**src/hw/rtl/led_matrix_grid_mapper_assert.svh**
```systemverilog
// assertion macros for the led matrix grid mapper
`ifndef LED_MATRIX_GRID_MAPPER_ASSERT_SVH
`define LED_MATRIX_GRID_MAPPER_ASSERT_SVH

// checked property, ignored while reset is low
`define LMGM_ASSERT(lbl, prop, msg) \
  lbl: assert property (@(posedge clk_i) disable iff (!rst_ni) (prop)) else $error(msg);

// checked property, also during reset
`define LMGM_ASSERT_ALWAYS(lbl, prop, msg) \
  lbl: assert property (@(posedge clk_i) (prop)) else $error(msg);

`endif

```
**src/hw/rtl/lmgm_pkg.sv**
```systemverilog
// shared types, codes and helpers of the led matrix grid mapper
`default_nettype none

package lmgm_pkg;

  localparam int unsigned MAX_TILE_ROWS = 4;
  localparam int unsigned MAX_TILE_COLS = 8;

  typedef enum logic [1:0] {
    OP_LED  = 2'd0,
    OP_ROW  = 2'd1,
    OP_COL  = 2'd2,
    OP_RSVD = 2'd3
  } opcode_e;

  typedef enum logic [1:0] {
    KIND_LED = 2'd0,
    KIND_ROW = 2'd1,
    KIND_COL = 2'd2
  } kind_e;

  typedef enum logic [1:0] {
    CFG_NUM_ROWS = 2'd0,
    CFG_NUM_COLS = 2'd1,
    CFG_ROT_MAP  = 2'd2
  } cfg_idx_e;

  // one per-tile beat on its way through the pipeline
  typedef struct packed {
    logic       vld;
    logic       err;
    opcode_e    op;
    logic [4:0] tile;
    logic [2:0] r;
    logic [2:0] c;
    logic       led;
    logic [7:0] pat;
    logic       last;
  } beat_t;

  typedef struct packed {
    logic [4:0] tile;
    kind_e      kind;
    logic [2:0] line;
    logic [2:0] bit_sel;
    logic [7:0] pat;
    logic       err;
    logic       last;
  } result_t;

  function automatic logic [7:0] rev8(input logic [7:0] b);
    logic [7:0] r;
    for (int i = 0; i < 8; i++) begin
      r[i] = b[7-i];
    end
    return r;
  endfunction

endpackage

`default_nettype wire

```
**src/hw/rtl/lmgm_rotate.sv**
```systemverilog
// per-tile rotation: local line, bit and data byte of one beat
`default_nettype none

module lmgm_rotate (
  input  lmgm_pkg::beat_t   beat_i,
  input  logic [1:0]        rot_i,
  output lmgm_pkg::result_t res_o
);

  logic [7:0] pat_rev;

  assign pat_rev = lmgm_pkg::rev8(beat_i.pat);

  always_comb begin
    res_o = '0;
    res_o.last = beat_i.last;
    if (beat_i.err) begin
      res_o.err  = 1'b1;
      res_o.last = 1'b1;
    end else begin
      res_o.tile = beat_i.tile;
      case (beat_i.op)
        lmgm_pkg::OP_LED: begin
          res_o.kind = lmgm_pkg::KIND_LED;
          res_o.pat  = {7'b0, beat_i.led};
          case (rot_i)
            2'd0: begin res_o.line = beat_i.r;  res_o.bit_sel = beat_i.c;  end
            2'd1: begin res_o.line = ~beat_i.c; res_o.bit_sel = beat_i.r;  end
            2'd2: begin res_o.line = ~beat_i.r; res_o.bit_sel = ~beat_i.c; end
            default: begin res_o.line = beat_i.c; res_o.bit_sel = ~beat_i.r; end
          endcase
        end
        lmgm_pkg::OP_ROW: begin
          case (rot_i)
            2'd0: begin
              res_o.kind = lmgm_pkg::KIND_ROW; res_o.line = beat_i.r;  res_o.pat = beat_i.pat;
            end
            2'd1: begin
              res_o.kind = lmgm_pkg::KIND_COL; res_o.line = beat_i.r;  res_o.pat = pat_rev;
            end
            2'd2: begin
              res_o.kind = lmgm_pkg::KIND_ROW; res_o.line = ~beat_i.r; res_o.pat = pat_rev;
            end
            default: begin
              res_o.kind = lmgm_pkg::KIND_COL; res_o.line = ~beat_i.r; res_o.pat = beat_i.pat;
            end
          endcase
        end
        lmgm_pkg::OP_COL: begin
          case (rot_i)
            2'd0: begin
              res_o.kind = lmgm_pkg::KIND_COL; res_o.line = beat_i.c;  res_o.pat = beat_i.pat;
            end
            2'd1: begin
              res_o.kind = lmgm_pkg::KIND_ROW; res_o.line = ~beat_i.c; res_o.pat = beat_i.pat;
            end
            2'd2: begin
              res_o.kind = lmgm_pkg::KIND_COL; res_o.line = ~beat_i.c; res_o.pat = pat_rev;
            end
            default: begin
              res_o.kind = lmgm_pkg::KIND_ROW; res_o.line = beat_i.c;  res_o.pat = pat_rev;
            end
          endcase
        end
        default: begin
          res_o.err  = 1'b1;
          res_o.last = 1'b1;
        end
      endcase
    end
  end

endmodule

`default_nettype wire

```
**src/hw/rtl/led_matrix_grid_mapper.sv**
```systemverilog
// top level: serpentine led matrix grid mapper
//
//  channel   | handshake                 | payload
//  ----------+---------------------------+------------------------------------------
//  command   | start_i / busy_o          | opcode, row_index, col_index, led_on, line_bytes
//  config    | cfg_valid_i / cfg_ready_o | cfg_index_i, cfg_data_i
//  result    | result_valid_o (strobe)   | tile_number .. last_of_run
//
// a command is taken when start_i is high and busy_o is low
// a single led command or an error gives one beat, a row write num_col_devices beats
// and a column write num_row_devices beats, one beat a cycle from the sequencer
// busy_o drops in the cycle of the last beat, so one-beat commands go back to back
// and line writes give 1 to 8 beats; the first result strobe passes the sequencer,
// tile address, rotation lookup and output register after the take; no receiver stall
`default_nettype none

module led_matrix_grid_mapper (
  input  logic        clk_i,
  input  logic        rst_ni,
  // command channel
  input  logic        start_i,
  output logic        busy_o,
  input  logic [1:0]  opcode_i,
  input  logic [4:0]  row_index_i,
  input  logic [5:0]  col_index_i,
  input  logic        led_on_i,
  input  logic [63:0] line_bytes_i,
  // config channel
  input  logic        cfg_valid_i,
  output logic        cfg_ready_o,
  input  logic [1:0]  cfg_index_i,
  input  logic [63:0] cfg_data_i,
  // result channel
  output logic        result_valid_o,
  output logic [4:0]  tile_number_o,
  output logic [1:0]  command_kind_o,
  output logic [2:0]  line_select_o,
  output logic [2:0]  bit_select_o,
  output logic [7:0]  pattern_byte_o,
  output logic        out_of_range_o,
  output logic        last_of_run_o
);

  // config registers
  logic [2:0]  num_rows_q;
  logic [3:0]  num_cols_q;
  logic [63:0] rot_map_q;

  // sequencer registers
  logic                  seq_vld_q;
  lmgm_pkg::opcode_e     op_q;
  logic [4:0]            row_q;
  logic [5:0]            col_q;
  logic                  led_q;
  logic [63:0]           bytes_q;
  logic [2:0]            idx_q;

  // pipeline stages
  lmgm_pkg::beat_t   beat_a_d, beat_a_q, beat_b_q;
  logic [1:0]        rot_b_q;
  lmgm_pkg::result_t res_d;
  logic              res_vld_q;
  lmgm_pkg::result_t res_q;

  // clamped grid size
  logic [2:0] nr;
  logic [3:0] nc;
  logic       seq_err;
  logic [2:0] beats_m1;
  logic       last_beat;
  logic       accept;

  // tile address
  logic [1:0] rb;
  logic [2:0] cb;
  logic [2:0] cpos;
  logic [4:0] tile_base;

  // result beat checks
  logic       err_beat_clean;
  logic       led_beat;

  assign cfg_ready_o = 1'b1;

  always_ff @(posedge clk_i or negedge rst_ni) begin
    if (!rst_ni) begin
      num_rows_q <= 3'd1;
      num_cols_q <= 4'd1;
      rot_map_q  <= '0;
    end else if (cfg_valid_i && cfg_ready_o) begin
      case (cfg_index_i)
        lmgm_pkg::CFG_NUM_ROWS: num_rows_q <= cfg_data_i[2:0];
        lmgm_pkg::CFG_NUM_COLS: num_cols_q <= cfg_data_i[3:0];
        lmgm_pkg::CFG_ROT_MAP:  rot_map_q  <= cfg_data_i;
        default: ;
      endcase
    end
  end

  // zero counts as one, large values saturate
  always_comb begin
    if (num_rows_q == 3'd0) begin
      nr = 3'd1;
    end else if (num_rows_q > 3'(lmgm_pkg::MAX_TILE_ROWS)) begin
      nr = 3'(lmgm_pkg::MAX_TILE_ROWS);
    end else begin
      nr = num_rows_q;
    end
    if (num_cols_q == 4'd0) begin
      nc = 4'd1;
    end else if (num_cols_q > 4'(lmgm_pkg::MAX_TILE_COLS)) begin
      nc = 4'(lmgm_pkg::MAX_TILE_COLS);
    end else begin
      nc = num_cols_q;
    end
  end

  // range check and beat count of the held command
  always_comb begin
    seq_err = 1'b0;
    case (op_q)
      lmgm_pkg::OP_LED: seq_err = ({1'b0, row_q[4:3]} >= nr) || ({1'b0, col_q[5:3]} >= nc);
      lmgm_pkg::OP_ROW: seq_err = ({1'b0, row_q[4:3]} >= nr);
      lmgm_pkg::OP_COL: seq_err = ({1'b0, col_q[5:3]} >= nc);
      default:          seq_err = 1'b1;
    endcase
    if (seq_err || op_q == lmgm_pkg::OP_LED) begin
      beats_m1 = 3'd0;
    end else if (op_q == lmgm_pkg::OP_ROW) begin
      beats_m1 = 3'(nc - 4'd1);
    end else begin
      beats_m1 = nr - 3'd1;
    end
  end

  assign last_beat = (idx_q == beats_m1);
  assign busy_o    = seq_vld_q && !last_beat;
  assign accept    = start_i && !busy_o;

  always_ff @(posedge clk_i or negedge rst_ni) begin
    if (!rst_ni) begin
      seq_vld_q <= 1'b0;
      idx_q     <= '0;
    end else if (accept) begin
      seq_vld_q <= 1'b1;
      idx_q     <= '0;
    end else if (seq_vld_q) begin
      if (last_beat) begin
        seq_vld_q <= 1'b0;
      end else begin
        idx_q <= idx_q + 3'd1;
      end
    end
  end

  always_ff @(posedge clk_i) begin
    if (accept) begin
      op_q    <= lmgm_pkg::opcode_e'(opcode_i);
      row_q   <= row_index_i;
      col_q   <= col_index_i;
      led_q   <= led_on_i;
      bytes_q <= line_bytes_i;
    end
  end

  // stage a: serpentine tile address and data byte of the current beat
  always_comb begin
    rb = row_q[4:3];
    cb = col_q[5:3];
    if (op_q == lmgm_pkg::OP_ROW) begin
      cb = idx_q;
    end else if (op_q == lmgm_pkg::OP_COL) begin
      rb = idx_q[1:0];
    end
    // odd tile rows run right to left
    cpos      = rb[0] ? 3'(nc - 4'd1 - {1'b0, cb}) : cb;
    tile_base = {3'b0, rb} * {1'b0, nc};

    beat_a_d      = '0;
    beat_a_d.vld  = seq_vld_q;
    beat_a_d.err  = seq_err;
    beat_a_d.op   = op_q;
    beat_a_d.tile = tile_base + {2'b0, cpos};
    beat_a_d.r    = row_q[2:0];
    beat_a_d.c    = col_q[2:0];
    beat_a_d.led  = led_q;
    beat_a_d.pat  = bytes_q[{idx_q, 3'b000} +: 8];
    beat_a_d.last = last_beat;
  end

  always_ff @(posedge clk_i or negedge rst_ni) begin
    if (!rst_ni) begin
      beat_a_q <= '0;
      beat_b_q <= '0;
    end else begin
      beat_a_q <= beat_a_d;
      beat_b_q <= beat_a_q;
    end
  end

  // stage b: rotation of the addressed tile
  always_ff @(posedge clk_i) begin
    rot_b_q <= rot_map_q[{beat_a_q.tile, 1'b0} +: 2];
  end

  // stage c: local coordinates and data byte after rotation
  lmgm_rotate u_rotate (
    .beat_i (beat_b_q),
    .rot_i  (rot_b_q),
    .res_o  (res_d)
  );

  always_ff @(posedge clk_i or negedge rst_ni) begin
    if (!rst_ni) begin
      res_vld_q <= 1'b0;
    end else begin
      res_vld_q <= beat_b_q.vld;
    end
  end

  always_ff @(posedge clk_i) begin
    res_q <= res_d;
  end

  assign result_valid_o = res_vld_q;
  assign tile_number_o  = res_q.tile;
  assign command_kind_o = res_q.kind;
  assign line_select_o  = res_q.line;
  assign bit_select_o   = res_q.bit_sel;
  assign pattern_byte_o = res_q.pat;
  assign out_of_range_o = res_q.err;
  assign last_of_run_o  = res_q.last;

  assign err_beat_clean = last_of_run_o && tile_number_o == 5'd0 &&
                          command_kind_o == lmgm_pkg::KIND_LED && line_select_o == 3'd0 &&
                          bit_select_o == 3'd0 && pattern_byte_o == 8'd0;
  assign led_beat       = result_valid_o && !out_of_range_o &&
                          command_kind_o == lmgm_pkg::KIND_LED;

`include "led_matrix_grid_mapper_assert.svh"

  // an error beat carries nothing but the error and last flags
  `LMGM_ASSERT(a_err_clean, result_valid_o && out_of_range_o |-> err_beat_clean, "dirty error beat")

  // a taken command shows its first result after the sequencer, tile address, rotation and output registers
  `LMGM_ASSERT(a_latency, accept |-> ##4 result_valid_o, "missing first result beat")

  // a single led command is always a one-beat run
  `LMGM_ASSERT(a_led_single, led_beat |-> last_of_run_o, "single led beat not last")

  // busy only while the sequencer holds a command
  `LMGM_ASSERT_ALWAYS(a_busy_seq, busy_o |-> seq_vld_q, "busy with idle sequencer")

endmodule

`default_nettype wire
```
**config.mk**
```make
export PLATFORM = sky130hd
export DESIGN_NAME = led_matrix_grid_mapper
export DESIGN_NICKNAME = d
export VERILOG_FILES = /design/src/hw/rtl/lmgm_pkg.sv /design/src/hw/rtl/lmgm_rotate.sv /design/src/hw/rtl/led_matrix_grid_mapper.sv
export VERILOG_INCLUDE_DIRS = /design/src /design/src/hw/rtl
export SDC_FILE = /design/constraint.sdc
export NUM_CORES = 1
export LEC_CHECK = 0
export BUFFER_PORTS_ARGS = -buffer_cell sky130_fd_sc_hd__buf_2
export CAP_MARGIN = 10
export CORE_ASPECT_RATIO = 0.6
export CORE_UTILIZATION = 51
export CTS_BUF_LIST = sky130_fd_sc_hd__clkbuf_16
export DETAILED_ROUTE_END_ITERATION = 12
export PLACE_DENSITY = 0.74
export SLEW_MARGIN = 20
export SYNTH_ARGS = -nofsm -noshare
export SYNTH_HDL_FRONTEND = slang
export SYNTH_SLANG_ARGS = --single-unit
```
**constraint.sdc**
```tcl
create_clock -name clk_i -period 8.2 [get_ports clk_i]
set_clock_uncertainty 0.1 [all_clocks]
set_input_delay 0.41 -clock clk_i [delete_from_list [all_inputs] [get_ports clk_i]]
set_output_delay 0.41 -clock clk_i [all_outputs]
set_load 0.01 [all_outputs]
```
---- Yosys cells after proc, flatten, opt, wreduce, memory -nomap -nowiden ----
Cells that the tools add are included.
storage, ports and cells
  output and inout bits ................... 26
  bits in registers ....................... 229
  word-level logic and storage cells ...... 110
  input bits .............................. 148
operators by class
  muxes and demuxes ....................... 25
  add/subtract/negate cells ............... 5
  multipliers ............................. 1
  shift-type cells ........................ 2
  bitwise logic cells ..................... 4
  reduce and logical (&&, ||, !) cells .... 22
  order comparisons ....................... 4
  equal/unequal tests ..................... 10
operator list
  cell                                                  count
  variable part select 64 x 7 -> 2 bit                  1
  variable part select 64 x 7 -> 8 bit                  1
  case mux 5 bit (3 select lines)                       3
  2-to-1 mux 3 bit                                      9
  case mux 8 bit (3 select lines)                       1
  case mux 6 bit (3 select lines)                       1
  2-to-1 mux 8 bit                                      2
  equality test 2 x 1 -> 1 bit, second input constant   4
  equality test 2 bit, second input constant            4
  logical NOT 2 bit                                     4
  2-to-1 mux 4 bit                                      2
  AND reduction 2 bit                                   4
  OR reduction 2 bit                                    4
  2-to-1 mux 2 bit                                      3
  NOT 3 bit                                             2
  subtractor 3 x 1 -> 3 bit, second input constant      2
  adder 5 x 3 -> 5 bit                                  1
  multiplier 2 x 4 -> 5 bit                             1
  greater-or-equal comparator 3 x 4 -> 1 bit            1
  greater-than comparator 4 bit, second input constant  1
  logical NOT 4 bit                                     1
  adder 3 x 1 -> 3 bit, second input constant           1
  equality test 3 bit                                   1
  greater-or-equal comparator 2 x 3 -> 1 bit            1
  other kinds (12)                                      18

---- Logic depth before layout (Yosys ltp) ----
  word-level depth ........................ 15
  mapped depth ............................ 16
  mapped depth without buffers ............ 15

---- Cells and area by module ----
From an unflattened synthesis, not the netlist that was laid out.
unflattened totals
  cells, all modules ...................... 630
  area total of the unflattened synthesis .. 9580.4 µm²
by module, submodules not included
  module                  times used  seq. area each (µm²)  cells an instance  area each (µm²)
  led_matrix_grid_mapper  1           5998.3                504                8718.4
  lmgm_rotate             1           0.0                   126                862.1

---- Worst setup path after synthesis ----
Ideal clock, no wire load.
  path kind ............................... reg-to-reg
  start ................................... register num_cols_q[2]
  end ..................................... register bytes_q[0], enable pin
  cell stages (with the launch flop) ...... 11
  path slack .............................. 1.963 ns
  period minus slack after synthesis ...... 6.237 ns
  library setup time ...................... 0.523 ns
  required time ........................... 7.577 ns
  arrival time ............................ 5.613 ns
  path buffers ............................ 1
  path through ............................ dfrtp_1 -> nor2_1 -> o21ai_1 -> ha_1 -> xor2_4 -> a32o_1 -> nand2_1 -> a2111o_1 -> and3_1 -> buf_6 -> nor2b_1
on the way
  longest elaborated chain between the ends .. 13
  elaborated cells on any way between the ends .. 16
  classes of those cells .................. 1 x add/sub; 2 x order compare; 1 x eq/ne; 5 x mux; 7 x reduce/logical
ends and longest elaborated chain
  element                                     line                                                          source
  start, declared                             led_matrix_grid_mapper.sv:46                                  logic [3:0] num_cols_q;
  start signal, assigned                      led_matrix_grid_mapper.sv:93                                  lmgm_pkg::CFG_NUM_COLS: num_cols_q <= cfg_data_i[3:0];
  greater-than comparator 4 bit               led_matrix_grid_mapper.sv:111                                 end else if (num_cols_q > 4'(lmgm_pkg::MAX_TILE_COLS)) begin
  2-to-1 mux 4 bit                            led_matrix_grid_mapper.sv:111
  2-to-1 mux 4 bit (*)                        led_matrix_grid_mapper.sv:109                                 if (num_cols_q == 4'd0) begin
  greater-or-equal comparator 3 x 4 -> 1 bit  led_matrix_grid_mapper.sv:122, led_matrix_grid_mapper.sv:124
  logical OR 1 bit                            led_matrix_grid_mapper.sv:122                                 lmgm_pkg::OP_LED: seq_err = ({1'b0, row_q[4:3]} >= nr) || ({1'b0, col_q[5:3]} >= nc);
  case mux 1 bit (3 select lines)             led_matrix_grid_mapper.sv:121                                 case (op_q)
  logical OR 1 bit                            led_matrix_grid_mapper.sv:127                                 if (seq_err || op_q == lmgm_pkg::OP_LED) begin
  2-to-1 mux 3 bit (*)                        led_matrix_grid_mapper.sv:127
  equality test 3 bit (*)                     led_matrix_grid_mapper.sv:136                                 assign last_beat = (idx_q == beats_m1);
  logical NOT 1 bit (*)                       led_matrix_grid_mapper.sv:137                                 assign busy_o = seq_vld_q && !last_beat;
  logical AND 1 bit (*)                       led_matrix_grid_mapper.sv:137
  net busy_o                                  led_matrix_grid_mapper.sv:22                                  output logic busy_o,
  logical NOT 1 bit (*)                       led_matrix_grid_mapper.sv:138                                 assign accept = start_i && !busy_o;
  logical AND 1 bit (*)                       led_matrix_grid_mapper.sv:138
  net accept                                  led_matrix_grid_mapper.sv:71                                  logic accept;
  end signal, assigned                        led_matrix_grid_mapper.sv:162                                 bytes_q <= line_bytes_i;
  end, declared                               led_matrix_grid_mapper.sv:55                                  logic [63:0] bytes_q;
Mark *: on every way through the listed nets, which the timed path passes. The rest lies on a longest branch.
A chain may end at the register's enable or synchronous reset.

==> results.ini <==
[place]
hpwl_um=13300
gp_congestion=0.831
dp.cells=959
portBuffers=172
place_ws_ns=4.28

[hold_path]
min_to=rot_map_q[17]
hp-class=input port to register
min_from=cfg_data_i[17]
whs_path_depth=2

[routing]
num_vias=5650
first_iter_violations=411
ant_nets=0
firstDrtPassIters=5
routed_via_density=5.26
drc=0
drt_wl_total_um=19800
wl_per_cell_um=18.4

[power]
power_frac_clock_pct=25.3
sw_frac_of_total_pct=30.7
seqPwrFrac_pct=45.1
p_int_mw=2.79
finalPower_mw=4.02
leakage_nw=5.09
ir_drop_mv=0.144
netSwitchingPower_mw=1.24
power_density_nw_per_um2=339
combPwrFrac_pct=29.7

[synth]
synth_cell_types=52
async_flop_share_pct=55.0
avgSynthCellArea_um2=16.2
syn_inst=575
syn_area_um2=9300
syn-num-nets=745
yosysWarnings=0
synth_seq_cells=229
synth-edff-count=78
ys.flop_type=dfrtp_1
synth-seq-area-share_pct=64.5

[worst_setup_path]
crit_start=op_q[1]
required_ns=8.51
critical_path.max_fanout=9
reg2reg_depth=15
timing.rr.start=op_q[1]
startpoint_type=register
ff2ff_setup_slack_ns=4.23
worstSetupPathType=register to register
r2r_end=beat_a_q[20]
end_kind=register
crit_arrival_ns=4.28

[timing]
period_share_pct=48.5
fin_ws_ns=4.23
tightest_slew_ns=1.11
period_needed_ns=3.97
max_freq_mhz=252
final-setup-viol-count=0
maxSlewViolCount=0
tns_ns=0
rsz0062_at_grt=no
finalHoldViolations=0
slew_headroom_pct=25.9

[finish]
syn_to_final_growth_pct=27.6
final_common_cell=buf_2
stdcell_count=1075
final_cell_mix=171 x buf_2, 123 x dfrtp_1, 83 x mux2_2, 78 x edfxtp_1, 75 x dlygate4sd3_1
fin_nets=994
drive_gt1_share_pct=40.5
fillers=1225

[cts]
cts_buffers=22
path_clk_slew_ns=0.07
cts_tree=built
cts_sinks=229
insertion_delay_ns=0.50
cts_buffer_depth=3
htreeDepth=1
root_buffer=clkbuf_16
post_cts_resized=0

[floorplanning]
chipWidth_um=176
core_area_um2=17500
dieArea_um2=18800
io_pins=174
die_h_um=107
rows=37
initial_core_util_pct=53.2

[global_route]
top_usage_layer=met2
grt_util_met3_pct=4.43
grtUsageMet1_pct=31.2
antenna_found_initial=1
grt_max_degree=69
grt_pass1_wl_um=31500
grt_pass1_vias=6028
grt.total_usage_pct=21.9
use_met2_pct=34.3
overflow=0

[run]
maxCapViolCount=0

[outcome]
status=complete, no violations

==> critical path: stages (launching register included) <==
cell and delay [ns]:
edfxtp_1 0.51, nor2b_1 0.54, nand2_1 0.12, o21ai_0 0.13
ha_1 0.19, inv_1 0.05, fa_1 0.37, xnor2_1 0.16
nor2_1 0.06, xnor2_1 0.22, fa_1 0.46, ha_1 0.31
a21o_1 0.16, a21oi_1 0.18, xnor2_1 0.16, xor2_1 0.17
==> area by class of cell <==
class	instances	area (um2)	area share (%)
Sequential cell	229	6000	50.5
Antenna cell	1	2.50	0.0211
Multi-Input combinational cell	304	3130	26.4
Clock buffer	24	601	5.06
Timing Repair Buffer	251	1650	13.9
Clock inverter	16	133	1.12
Tap cell	234	293	2.47
Inverter	16	60.1	0.506
==> routing by layer <==
metal / up-vias / share of wire, %
met1: 2821 / 46
met5: - / 0
met4: 0 / 2.3
met3: 41 / 5.0
li1: 2618 / -
met2: 170 / 47
==> flip-flops by register name, summed over array words and instances (netlist names), 2 cells and up <==
register / count
num_cols_q: 4
command_kind_o: 2
col_q: 6
beat_a_q: 25
rot_b_q: 2
line_select_o: 3
op_q: 2
beat_b_q: 25
pattern_byte_o: 8
bit_select_o: 3
num_rows_q: 3
tile_number_o: 5
rot_map_q: 64
idx_q: 3
bytes_q: 64
row_q: 5
==> repair_timing <==
action / 4_1_cts / 5_1_grt
buffers inserted: 0 / 0
hold buffers: 75 / 0
endpoints found under the hold margin: 137 / 0
==> kinds of logic after synthesis <==
group           share of synthesized area, %
flops                                   64.5
mux                                     20.2
simple gates                            4.38
compound gates                          4.34
buf+inv                                 1.94
fa+ha+maj                               3.28
xor+xnor                                1.33
other cells                           0.0403
==> worst max path at each step <==
stage,endpoint,slack (ns)
final,beat_a_q[20],4.23
after global routing,beat_a_q[20],3.94
after CTS,col_q[3],4.27
after detailed placement,col_q[5],4.28
after global placement,col_q[3],4.38
after floorplan,bytes_q[0],1.96
==> cell usage after synthesis (7+ instances only) <==
| cell type | count | area share [%] |
|---|---|---|
| edfxtp_1 | 78 | 25 |
| mux2i_1 | 12 | 1.3 |
| o21ai_0 | 10 | 0.54 |
| mux2_2 | 83 | 10 |
| nor2b_1 | 12 | 0.81 |
| dfrtp_1 | 124 | 33 |
| mux4_2 | 36 | 8.7 |
| dfxtp_1 | 25 | 5.4 |
| nand2_1 | 9 | 0.36 |
| ha_1 | 18 | 2.4 |
| a21oi_1 | 16 | 0.86 |
| clkbuf_1 | 16 | 0.65 |
| a22oi_1 | 7 | 0.56 |
| nor2_1 | 26 | 1.0 |
| inv_1 | 16 | 0.65 |
| nand2b_1 | 13 | 0.87 |
==> per-stage QoR <==
stage / hold WS [ns] / util [%] / cell area, um2
5_1_grt: 0.0243 / 67.8 / 11900
3_5_place_dp: 0.235 / 59.3 / 10400
3_3_place_gp: 0.232 / 59.3 / 10400
4_1_cts: 0.0228 / 67.8 / 11900
2_1_floorplan: 0.0144 / - / 9300
6_report: 0.0399 / 67.8 / 11900
==> power groups by stage <==
stage / registers, mW / logic [mW] / clock network [mW]
after floorplan: 1.73 / 0.904 / 0
after global placement: 1.81 / 1.12 / 0
after detailed placement: 1.83 / 1.16 / 0
after CTS: 1.81 / 1.19 / 1.03
after global routing: 1.86 / 1.30 / 1.08
final: 1.81 / 1.19 / 1.02
Note: power is estimated with default switching activity, not from simulation.
